==> src/rtl/bra_pkg.sv <==
`timescale 1ns / 1ps
// Shared definitions for the block run allocator: field widths, mark and
// status codes, sequencer states. No dependencies.
package bra_pkg;

   // Field widths of the request, result and register
   localparam int unsigned MODE_W   = 1;
   localparam int unsigned COUNT_W  = 11;
   localparam int unsigned INDEX_W  = 10;
   localparam int unsigned STATUS_W = 2;
   localparam int unsigned START_W  = 10;
   localparam int unsigned ACTIVE_W = 11;
   localparam int unsigned MARK_W   = 2;

   // Default heap size in blocks and register reset value
   localparam int unsigned MAX_BLOCKS_DEF = 1024;
   localparam logic [ACTIVE_W-1:0] ACTIVE_RESET = 11'd1024;

   // Request modes
   localparam logic [MODE_W-1:0] MODE_ALLOC = 1'b0;
   localparam logic [MODE_W-1:0] MODE_FREE  = 1'b1;

   // Per-block marks
   localparam logic [MARK_W-1:0] MARK_FREE = 2'd0;
   localparam logic [MARK_W-1:0] MARK_USED = 2'd1;
   localparam logic [MARK_W-1:0] MARK_END  = 2'd2;

   // Result status codes
   localparam logic [STATUS_W-1:0] STATUS_OK         = 2'd0;
   localparam logic [STATUS_W-1:0] STATUS_ALLOC_FAIL = 2'd1;
   localparam logic [STATUS_W-1:0] STATUS_RANGE      = 2'd2;
   localparam logic [STATUS_W-1:0] STATUS_HIT_FREE   = 2'd3;

   // Sequencer states
   typedef enum logic [2:0] {
      ST_CLEAR,
      ST_IDLE,
      ST_SCAN,
      ST_WALK,
      ST_MARK,
      ST_REPLY
   } state_type;

endpackage

==> src/rtl/bra_ram.sv <==
`timescale 1ns / 1ps
// Generic simple dual-port RAM: one write port, one read port with
// registered read data. No dependencies.
module bra_ram #(
   parameter int unsigned WIDTH = 2,
   parameter int unsigned DEPTH = 1024
) (
   input  logic                     clock,
   input  logic                     wr_en,
   input  logic [$clog2(DEPTH)-1:0] wr_addr,
   input  logic [WIDTH-1:0]         wr_data,
   input  logic                     rd_en,
   input  logic [$clog2(DEPTH)-1:0] rd_addr,
   output logic [WIDTH-1:0]         rd_data
);

   logic [WIDTH-1:0] mem_ff [DEPTH];
   logic [WIDTH-1:0] rd_data_ff;

   // Write and registered read; a read of the address being written returns old data
   always_ff @(posedge clock) begin
      if (wr_en) begin
         mem_ff[wr_addr] <= wr_data;
      end
      if (rd_en) begin
         rd_data_ff <= mem_ff[rd_addr];
      end
   end

   assign rd_data = rd_data_ff;

endmodule

==> src/rtl/block_run_allocator.sv <==
`timescale 1ns / 1ps
// First-fit contiguous block allocator. Uses bra_pkg and bra_ram.
//
// The block keeps a 2-bit mark per heap block in one RAM and serves one
// request at a time. After reset it clears all MAX_BLOCKS entries of the
// mark RAM, one entry per cycle, and holds req_stall high meanwhile. An
// allocate scans the marks from block 0 upward, one block per cycle through
// the RAM read port, then writes the found run one block per cycle. A free
// walks from block_index one block per cycle, reading ahead while clearing
// behind. A rejected request (zero or oversize count, index out of range)
// goes straight to the reply. The result sits in an output register, so a
// new request is taken while an earlier result still waits on rsp_stall.
// csr_ready is always high; write active_blocks only while no request is in
// progress.
module block_run_allocator #(
   parameter int unsigned MAX_BLOCKS = bra_pkg::MAX_BLOCKS_DEF
) (
   input  logic                           clock,
   input  logic                           reset,
   // request channel
   input  logic                           req_valid,
   output logic                           req_stall,
   input  logic [bra_pkg::MODE_W-1:0]     req_mode,
   input  logic [bra_pkg::COUNT_W-1:0]    req_block_count,
   input  logic [bra_pkg::INDEX_W-1:0]    req_block_index,
   // result channel
   output logic                           rsp_valid,
   input  logic                           rsp_stall,
   output logic [bra_pkg::STATUS_W-1:0]   rsp_status,
   output logic [bra_pkg::START_W-1:0]    rsp_start_index,
   // register write channel
   input  logic                           csr_valid,
   output logic                           csr_ready,
   input  logic [bra_pkg::ACTIVE_W-1:0]   csr_active_blocks
);

   import bra_pkg::*;

   localparam int unsigned IDX_W = $clog2(MAX_BLOCKS);
   localparam int unsigned CNT_W = $clog2(MAX_BLOCKS + 1);
   localparam int unsigned W     = (CNT_W > COUNT_W) ? CNT_W : COUNT_W;

   state_type            state_ff, state_in;
   logic [W-1:0]         ptr_ff, ptr_in;
   logic [W-1:0]         chk_ff, chk_in;
   logic                 chk_vld_ff, chk_vld_in;
   logic [W-1:0]         run_ff, run_in;
   logic [W-1:0]         want_ff, want_in;
   logic [STATUS_W-1:0]  res_status_ff, res_status_in;
   logic [START_W-1:0]   res_start_ff, res_start_in;
   logic                 rsp_valid_ff, rsp_valid_in;
   logic [STATUS_W-1:0]  rsp_status_ff, rsp_status_in;
   logic [START_W-1:0]   rsp_start_ff, rsp_start_in;
   logic [ACTIVE_W-1:0]  active_ff;

   logic [W-1:0]         eff;
   logic [W-1:0]         active_ext;
   logic [W-1:0]         run_nx;
   logic [W-1:0]         first;
   logic                 rd_en;
   logic                 wr_en;
   logic [IDX_W-1:0]     wr_addr;
   logic [MARK_W-1:0]    wr_data;
   logic [MARK_W-1:0]    rd_data;

   // Hold the active block register
   always_ff @(posedge clock) begin
      if (reset) begin
         active_ff <= ACTIVE_RESET;
      end else if (csr_valid && csr_ready) begin
         active_ff <= csr_active_blocks;
      end
   end

   assign csr_ready = 1'b1;

   // Effective block count: register clamped to the heap size
   assign active_ext = W'(active_ff);
   assign eff        = (active_ext > W'(MAX_BLOCKS)) ? W'(MAX_BLOCKS) : active_ext;

   // Mark store
   bra_ram #(
      .WIDTH (MARK_W),
      .DEPTH (MAX_BLOCKS)
   ) u_marks (
      .clock   (clock),
      .wr_en   (wr_en),
      .wr_addr (wr_addr),
      .wr_data (wr_data),
      .rd_en   (rd_en),
      .rd_addr (ptr_ff[IDX_W-1:0]),
      .rd_data (rd_data)
   );

   // Run length and run start as seen by the block now arriving from the RAM
   assign run_nx = (rd_data == MARK_FREE) ? (run_ff + W'(1)) : '0;
   assign first  = chk_ff + W'(1) - want_ff;

   // Sequencer registers
   always_ff @(posedge clock) begin
      if (reset) begin
         state_ff     <= ST_CLEAR;
         ptr_ff       <= '0;
         chk_vld_ff   <= 1'b0;
         rsp_valid_ff <= 1'b0;
      end else begin
         state_ff     <= state_in;
         ptr_ff       <= ptr_in;
         chk_vld_ff   <= chk_vld_in;
         rsp_valid_ff <= rsp_valid_in;
      end
   end

   always_ff @(posedge clock) begin
      chk_ff        <= chk_in;
      run_ff        <= run_in;
      want_ff       <= want_in;
      res_status_ff <= res_status_in;
      res_start_ff  <= res_start_in;
      rsp_status_ff <= rsp_status_in;
      rsp_start_ff  <= rsp_start_in;
   end

   // Next state, RAM control and result
   always_comb begin
      state_in      = state_ff;
      ptr_in        = ptr_ff;
      chk_in        = chk_ff;
      chk_vld_in    = chk_vld_ff;
      run_in        = run_ff;
      want_in       = want_ff;
      res_status_in = res_status_ff;
      res_start_in  = res_start_ff;
      rsp_valid_in  = rsp_valid_ff && rsp_stall;
      rsp_status_in = rsp_status_ff;
      rsp_start_in  = rsp_start_ff;
      rd_en         = 1'b0;
      wr_en         = 1'b0;
      wr_addr       = ptr_ff[IDX_W-1:0];
      wr_data       = MARK_FREE;
      req_stall     = 1'b1;

      case (state_ff)
         // Sweep the mark store to free after reset
         ST_CLEAR: begin
            wr_en  = 1'b1;
            ptr_in = ptr_ff + W'(1);
            if (ptr_ff == W'(MAX_BLOCKS - 1)) begin
               state_in = ST_IDLE;
            end
         end

         // Take a request; reject bad ones at once
         ST_IDLE: begin
            req_stall = 1'b0;
            if (req_valid) begin
               ptr_in       = '0;
               chk_vld_in   = 1'b0;
               run_in       = '0;
               want_in      = W'(req_block_count);
               res_start_in = '0;
               if (req_mode == MODE_ALLOC) begin
                  if (req_block_count == '0 || W'(req_block_count) > eff) begin
                     res_status_in = STATUS_ALLOC_FAIL;
                     state_in      = ST_REPLY;
                  end else begin
                     state_in = ST_SCAN;
                  end
               end else begin
                  if (W'(req_block_index) >= eff) begin
                     res_status_in = STATUS_RANGE;
                     state_in      = ST_REPLY;
                  end else begin
                     ptr_in   = W'(req_block_index);
                     state_in = ST_WALK;
                  end
               end
            end
         end

         // Read ahead one block per cycle; check the block read last cycle
         ST_SCAN: begin
            chk_vld_in = 1'b0;
            if (ptr_ff < eff) begin
               rd_en      = 1'b1;
               ptr_in     = ptr_ff + W'(1);
               chk_in     = ptr_ff;
               chk_vld_in = 1'b1;
            end
            if (chk_vld_ff) begin
               run_in = run_nx;
               if (run_nx == want_ff) begin
                  // Run found: chk_ff holds its last block
                  state_in     = ST_MARK;
                  ptr_in       = first;
                  chk_in       = chk_ff;
                  chk_vld_in   = 1'b0;
                  res_start_in = first[START_W-1:0];
               end else if (chk_ff + W'(1) == eff) begin
                  state_in      = ST_REPLY;
                  chk_vld_in    = 1'b0;
                  res_status_in = STATUS_ALLOC_FAIL;
                  res_start_in  = '0;
               end
            end
         end

         // Write the run: used blocks, end mark on the last one
         ST_MARK: begin
            wr_en   = 1'b1;
            wr_data = (ptr_ff == chk_ff) ? MARK_END : MARK_USED;
            ptr_in  = ptr_ff + W'(1);
            if (ptr_ff == chk_ff) begin
               res_status_in = STATUS_OK;
               state_in      = ST_REPLY;
            end
         end

         // Read ahead, clear behind, stop at an end, a free block or the heap edge
         ST_WALK: begin
            chk_vld_in = 1'b0;
            if (ptr_ff < eff) begin
               rd_en      = 1'b1;
               ptr_in     = ptr_ff + W'(1);
               chk_in     = ptr_ff;
               chk_vld_in = 1'b1;
            end
            if (chk_vld_ff) begin
               if (rd_data == MARK_FREE) begin
                  state_in      = ST_REPLY;
                  chk_vld_in    = 1'b0;
                  res_status_in = STATUS_HIT_FREE;
               end else begin
                  wr_en   = 1'b1;
                  wr_addr = chk_ff[IDX_W-1:0];
                  wr_data = MARK_FREE;
                  if (rd_data == MARK_END) begin
                     state_in      = ST_REPLY;
                     chk_vld_in    = 1'b0;
                     res_status_in = STATUS_OK;
                  end else if (chk_ff + W'(1) == eff) begin
                     state_in      = ST_REPLY;
                     chk_vld_in    = 1'b0;
                     res_status_in = STATUS_HIT_FREE;
                  end
               end
            end
         end

         // Move the result into the output register once it is free
         ST_REPLY: begin
            if (!rsp_valid_ff || !rsp_stall) begin
               rsp_valid_in  = 1'b1;
               rsp_status_in = res_status_ff;
               rsp_start_in  = res_start_ff;
               state_in      = ST_IDLE;
            end
         end

         default: begin
            state_in = ST_IDLE;
         end
      endcase
   end

   assign rsp_valid       = rsp_valid_ff;
   assign rsp_status      = rsp_status_ff;
   assign rsp_start_index = rsp_start_ff;

   // A start index is reported only with a successful result
   a_start_zero: assert property (@(posedge clock) disable iff (reset)
      (rsp_valid && rsp_status != STATUS_OK) |-> (rsp_start_index == '0))
      else $error("nonzero start index on a failed result");

   // The mark store is written only while clearing, marking or walking
   a_write_state: assert property (@(posedge clock) disable iff (reset)
      wr_en |-> (state_ff == ST_CLEAR || state_ff == ST_MARK || state_ff == ST_WALK))
      else $error("mark store written outside a write phase");

   // Marking never runs past the last block of the found run
   a_mark_bound: assert property (@(posedge clock) disable iff (reset)
      (state_ff == ST_MARK) |-> (ptr_ff <= chk_ff && $past(state_ff) != ST_IDLE))
      else $error("marking pointer beyond end of run");

endmodule

==> config.mk <==
export PLATFORM = sky130hd
export DESIGN_NAME = block_run_allocator
export DESIGN_NICKNAME = d
export VERILOG_FILES = /design/src/rtl/bra_pkg.sv /design/src/rtl/bra_ram.sv /design/src/rtl/block_run_allocator.sv
export SDC_FILE = /design/constraint.sdc
export NUM_CORES = 2
export LEC_CHECK = 0
export ABC_AREA = 1
export BUFFER_PORTS_ARGS = -buffer_cell sky130_fd_sc_hd__buf_2
export CAP_MARGIN = 20
export CORE_UTILIZATION = 40
export CTS_CLUSTER_SIZE = 20
export DETAILED_ROUTE_END_ITERATION = 7
export SLEW_MARGIN = 20
export SYNTH_ARGS = -nofsm -noshare
export SYNTH_HDL_FRONTEND = slang
export SYNTH_HIERARCHICAL = 1
export SYNTH_SLANG_ARGS = --single-unit
export TNS_END_PERCENT = 1
==> constraint.sdc <==
create_clock -name clock -period 30.2 [get_ports clock]
set_input_delay 4.53 -clock clock [delete_from_list [all_inputs] [get_ports clock]]
set_output_delay 4.53 -clock clock [all_outputs]
set_load 0.05 [all_outputs]
==> out/metrics.yaml <==
status: "finished clean"
drive_gt1_frac: 0.0645
layout.nets: 8675
vias: 66500
cp.arrival_ns: 2.08
viasPerCell: 5.63
cpMaxStageDelayCell: "dfxtp_1"
critPathCaptureType: "output pin"
yosys.area.top_type: "edfxtp_1"
rsz0062_at_grt: "false"
synthMuxAreaShare: 0
port_buffers: 51
fin_crit_ns: 6.61
grt_pass1_vias: 64100
fillers: 21800
synth-simple-area-share: 0.260
die_width_um: 485
synth_top_area_share: 0.677
gp_congestion: 0.858
path_class: "flip-flop to output pin"
drc_errors: 0
start_util: 0.402
fin_crit_sh: 0.219
finalSetupViolCount: 0
wirelength_mm: 271
synth_cells: 8870
post-cts-setup-buffers: 0
fp.dieH_um: 485
startpoint_type: "flip-flop"
cts_tree: "yes"
postSynthAreaPerCell_um2: 10.5
diodes: 0
grt_pass1_wl_mm: 402
htreeDepth: 4
drt_iter0_drc: 7999
power.density_nw_per_um2: 60.0
slew_violations: 0
slew_headroom: 0.198
worst-path-max-fanout: 5
syn-num-nets: 8953
firstDrtPassIters: 6
hp-class: "flip-flop to flip-flop"
cp.required_ns: 25.67
synth_compound_area_frac: 0.00790
synthTopCellsByArea: "edfxtp_1, nand3_1, nand2_1"
cts_buffers: 213
synth_fa_ha_area_frac: 0.00610
worst_clock_skew_ns: 0.0254
gr-usage-all-layers: 0.227
hold_viol_final: 0
final_core_util: 0.440
wl_per_cell_um: 23.0
drtAntennaViolNets: 0
crit_chain: "nand2_1, nor2_1, inv_1, buf_2"
tns_ns: 0
dp_hpwl_mm: 136
cts_hold_buf: 0
yosysUniqueCellTypes: 50
clock_sinks: 2134
overflow: 0
io_pins: 53
leakage_nw: 34.9
syn_to_final_growth_pct: 9.58
antenna_found_initial: 8
cap_violations: 0
clockRootBuffer: "clkbuf_16"
core_area_um2: 233000
cts-resized-gates: 0
cpPeakStageDelay_ns: 0.40
peakVddDrop_v: 0.0000762
row_count: 177
synth_top_family_by_area: "simple AND/OR/NAND/NOR gates"
synth_xor_area_frac: 0.00281
ys_warn_count: 6
fin_area_um2: 102000
dieArea_um2: 236000
synth-seq-cells: 2134
placed_area_um2: 95800
clock_latency_ns: 0.87
tightest_slew_ns: 1.20
clk_pin_slew_ns: 0.06
grt_max_degree: 234
synth_seq_area_share: 0.683
fmax_ghz: 0.151
clk_path_buf_depth: 3
synth_area_um2: 93500
## final timing paths
check	start	end	slack (ns)	cells past startpoint
max	state_ff[0]	req_stall	23.59	4
min	res_start_ff[0]	rsp_start_index[0]	0.41	0
max reg2reg	ptr_ff[4]	u_marks/mem_ff[405][1]	23.80	11
min reg2reg	res_start_ff[0]	rsp_start_index[0]	0.41	0
## final cells by class
type	instances	area [um2]	share of cell area
Clock buffer	258	5540	0.0541
Clock inverter	136	1080	0.0105
Inverter	174	699	0.00683
Multi-Input combinational cell	5895	26100	0.255
Sequential cell	2134	63800	0.623
Tap cell	3043	3810	0.0372
Timing Repair Buffer	174	1330	0.0130
## critical path: cells and delay by family (launching register included)
kind / cells / cell delay, ns
buffers and inverters: 2 / 0.43
flip-flops: 1 / 0.40
AND/OR/NAND/NOR: 2 / 0.38
## power breakdown
part / internal [mW] / switching [mW] / leakage, nW
clock network: 1.40 / 1.13 / 3.25
registers: 3.21 / 0.00635 / 19.0
logic: 0.110 / 0.288 / 12.6
## logic make-up after synthesis
group                      after synthesis
AOI/OAI and AO/OA                      130
xor gates and xnor gates                30
adders and majority gates               45
buffers and inverters                  841
DFF                                   2134
other                                    1
and+or+nand+nor                       5689
## cell usage after synthesis (all sizes together)
master,number
inv,170
o2111a,1
a221oi,1
nand3b,9
fa,1
dfxtp,27
xnor2,5
edfxtp,2107
a31oi,3
nor3,37
clkbuf,276
a21oi,42
o31ai,4
o21bai,3
clkinv,4
o22ai,17
conb,1
nand3,2126
o211ai,3
xor2,25
nor3b,1
nor4,6
or2,6
nor2,1141
a21o,1
nand4,31
ha,44
nand2,2332
buf,391
o21ai,54
o2111ai,1
## flip-flops by register name (all words and copies together), names as in the netlist
register,cells
ptr_ff,11
res_start_ff,10
run_ff,11
chk_vld_ff,1
rsp_start_index,10
state_ff,3
res_status_ff,2
rsp_valid,1
active_ext,11
chk_ff,11
want_ff,11
u_marks/rd_data,2
u_marks/mem_ff,2048
rsp_status,2
## through the flow
stage	worst slack, ns	hold slack, ns	instances	power [mW]
after floorplan	0.624	0.400	8870	3.56
final	23.59	0.414	11800	6.14
after detailed placement	23.61	0.405	11400	3.67
after global placement	23.64	0.404	11400	3.66
after CTS	23.49	0.418	11800	6.18
after global routing	23.42	0.418	11800	6.32
## routing by layer
metal / GRT usage / routed length, um
met1: 0.304 / 111000
met2: 0.375 / 128000
met3: 0.0324 / 23200
met4: 0.0818 / 9680
met5: 0 / 25
## layout by cell type (no fill, tap or decap), types with 9 or more instances in the layout
master and n:
bufinv_16 11, ha_1 44, clkbuf_16 215, nand3_1 2115, o22ai_1 17, o21ai_0 51
inv_1 161, clkbuf_1 43, xor2_1 25, nand2_2 21, nand4_1 30, buf_12 11
buf_2 51, a21oi_1 41, nor2_1 1132, nand3b_1 9, clkinv_1 52, edfxtp_1 2107
buf_4 110, clkinv_2 55, nand2_1 2297, dfxtp_1 21, nor3_1 29, nand2_4 14
Power figures use the tool's default switching activity.
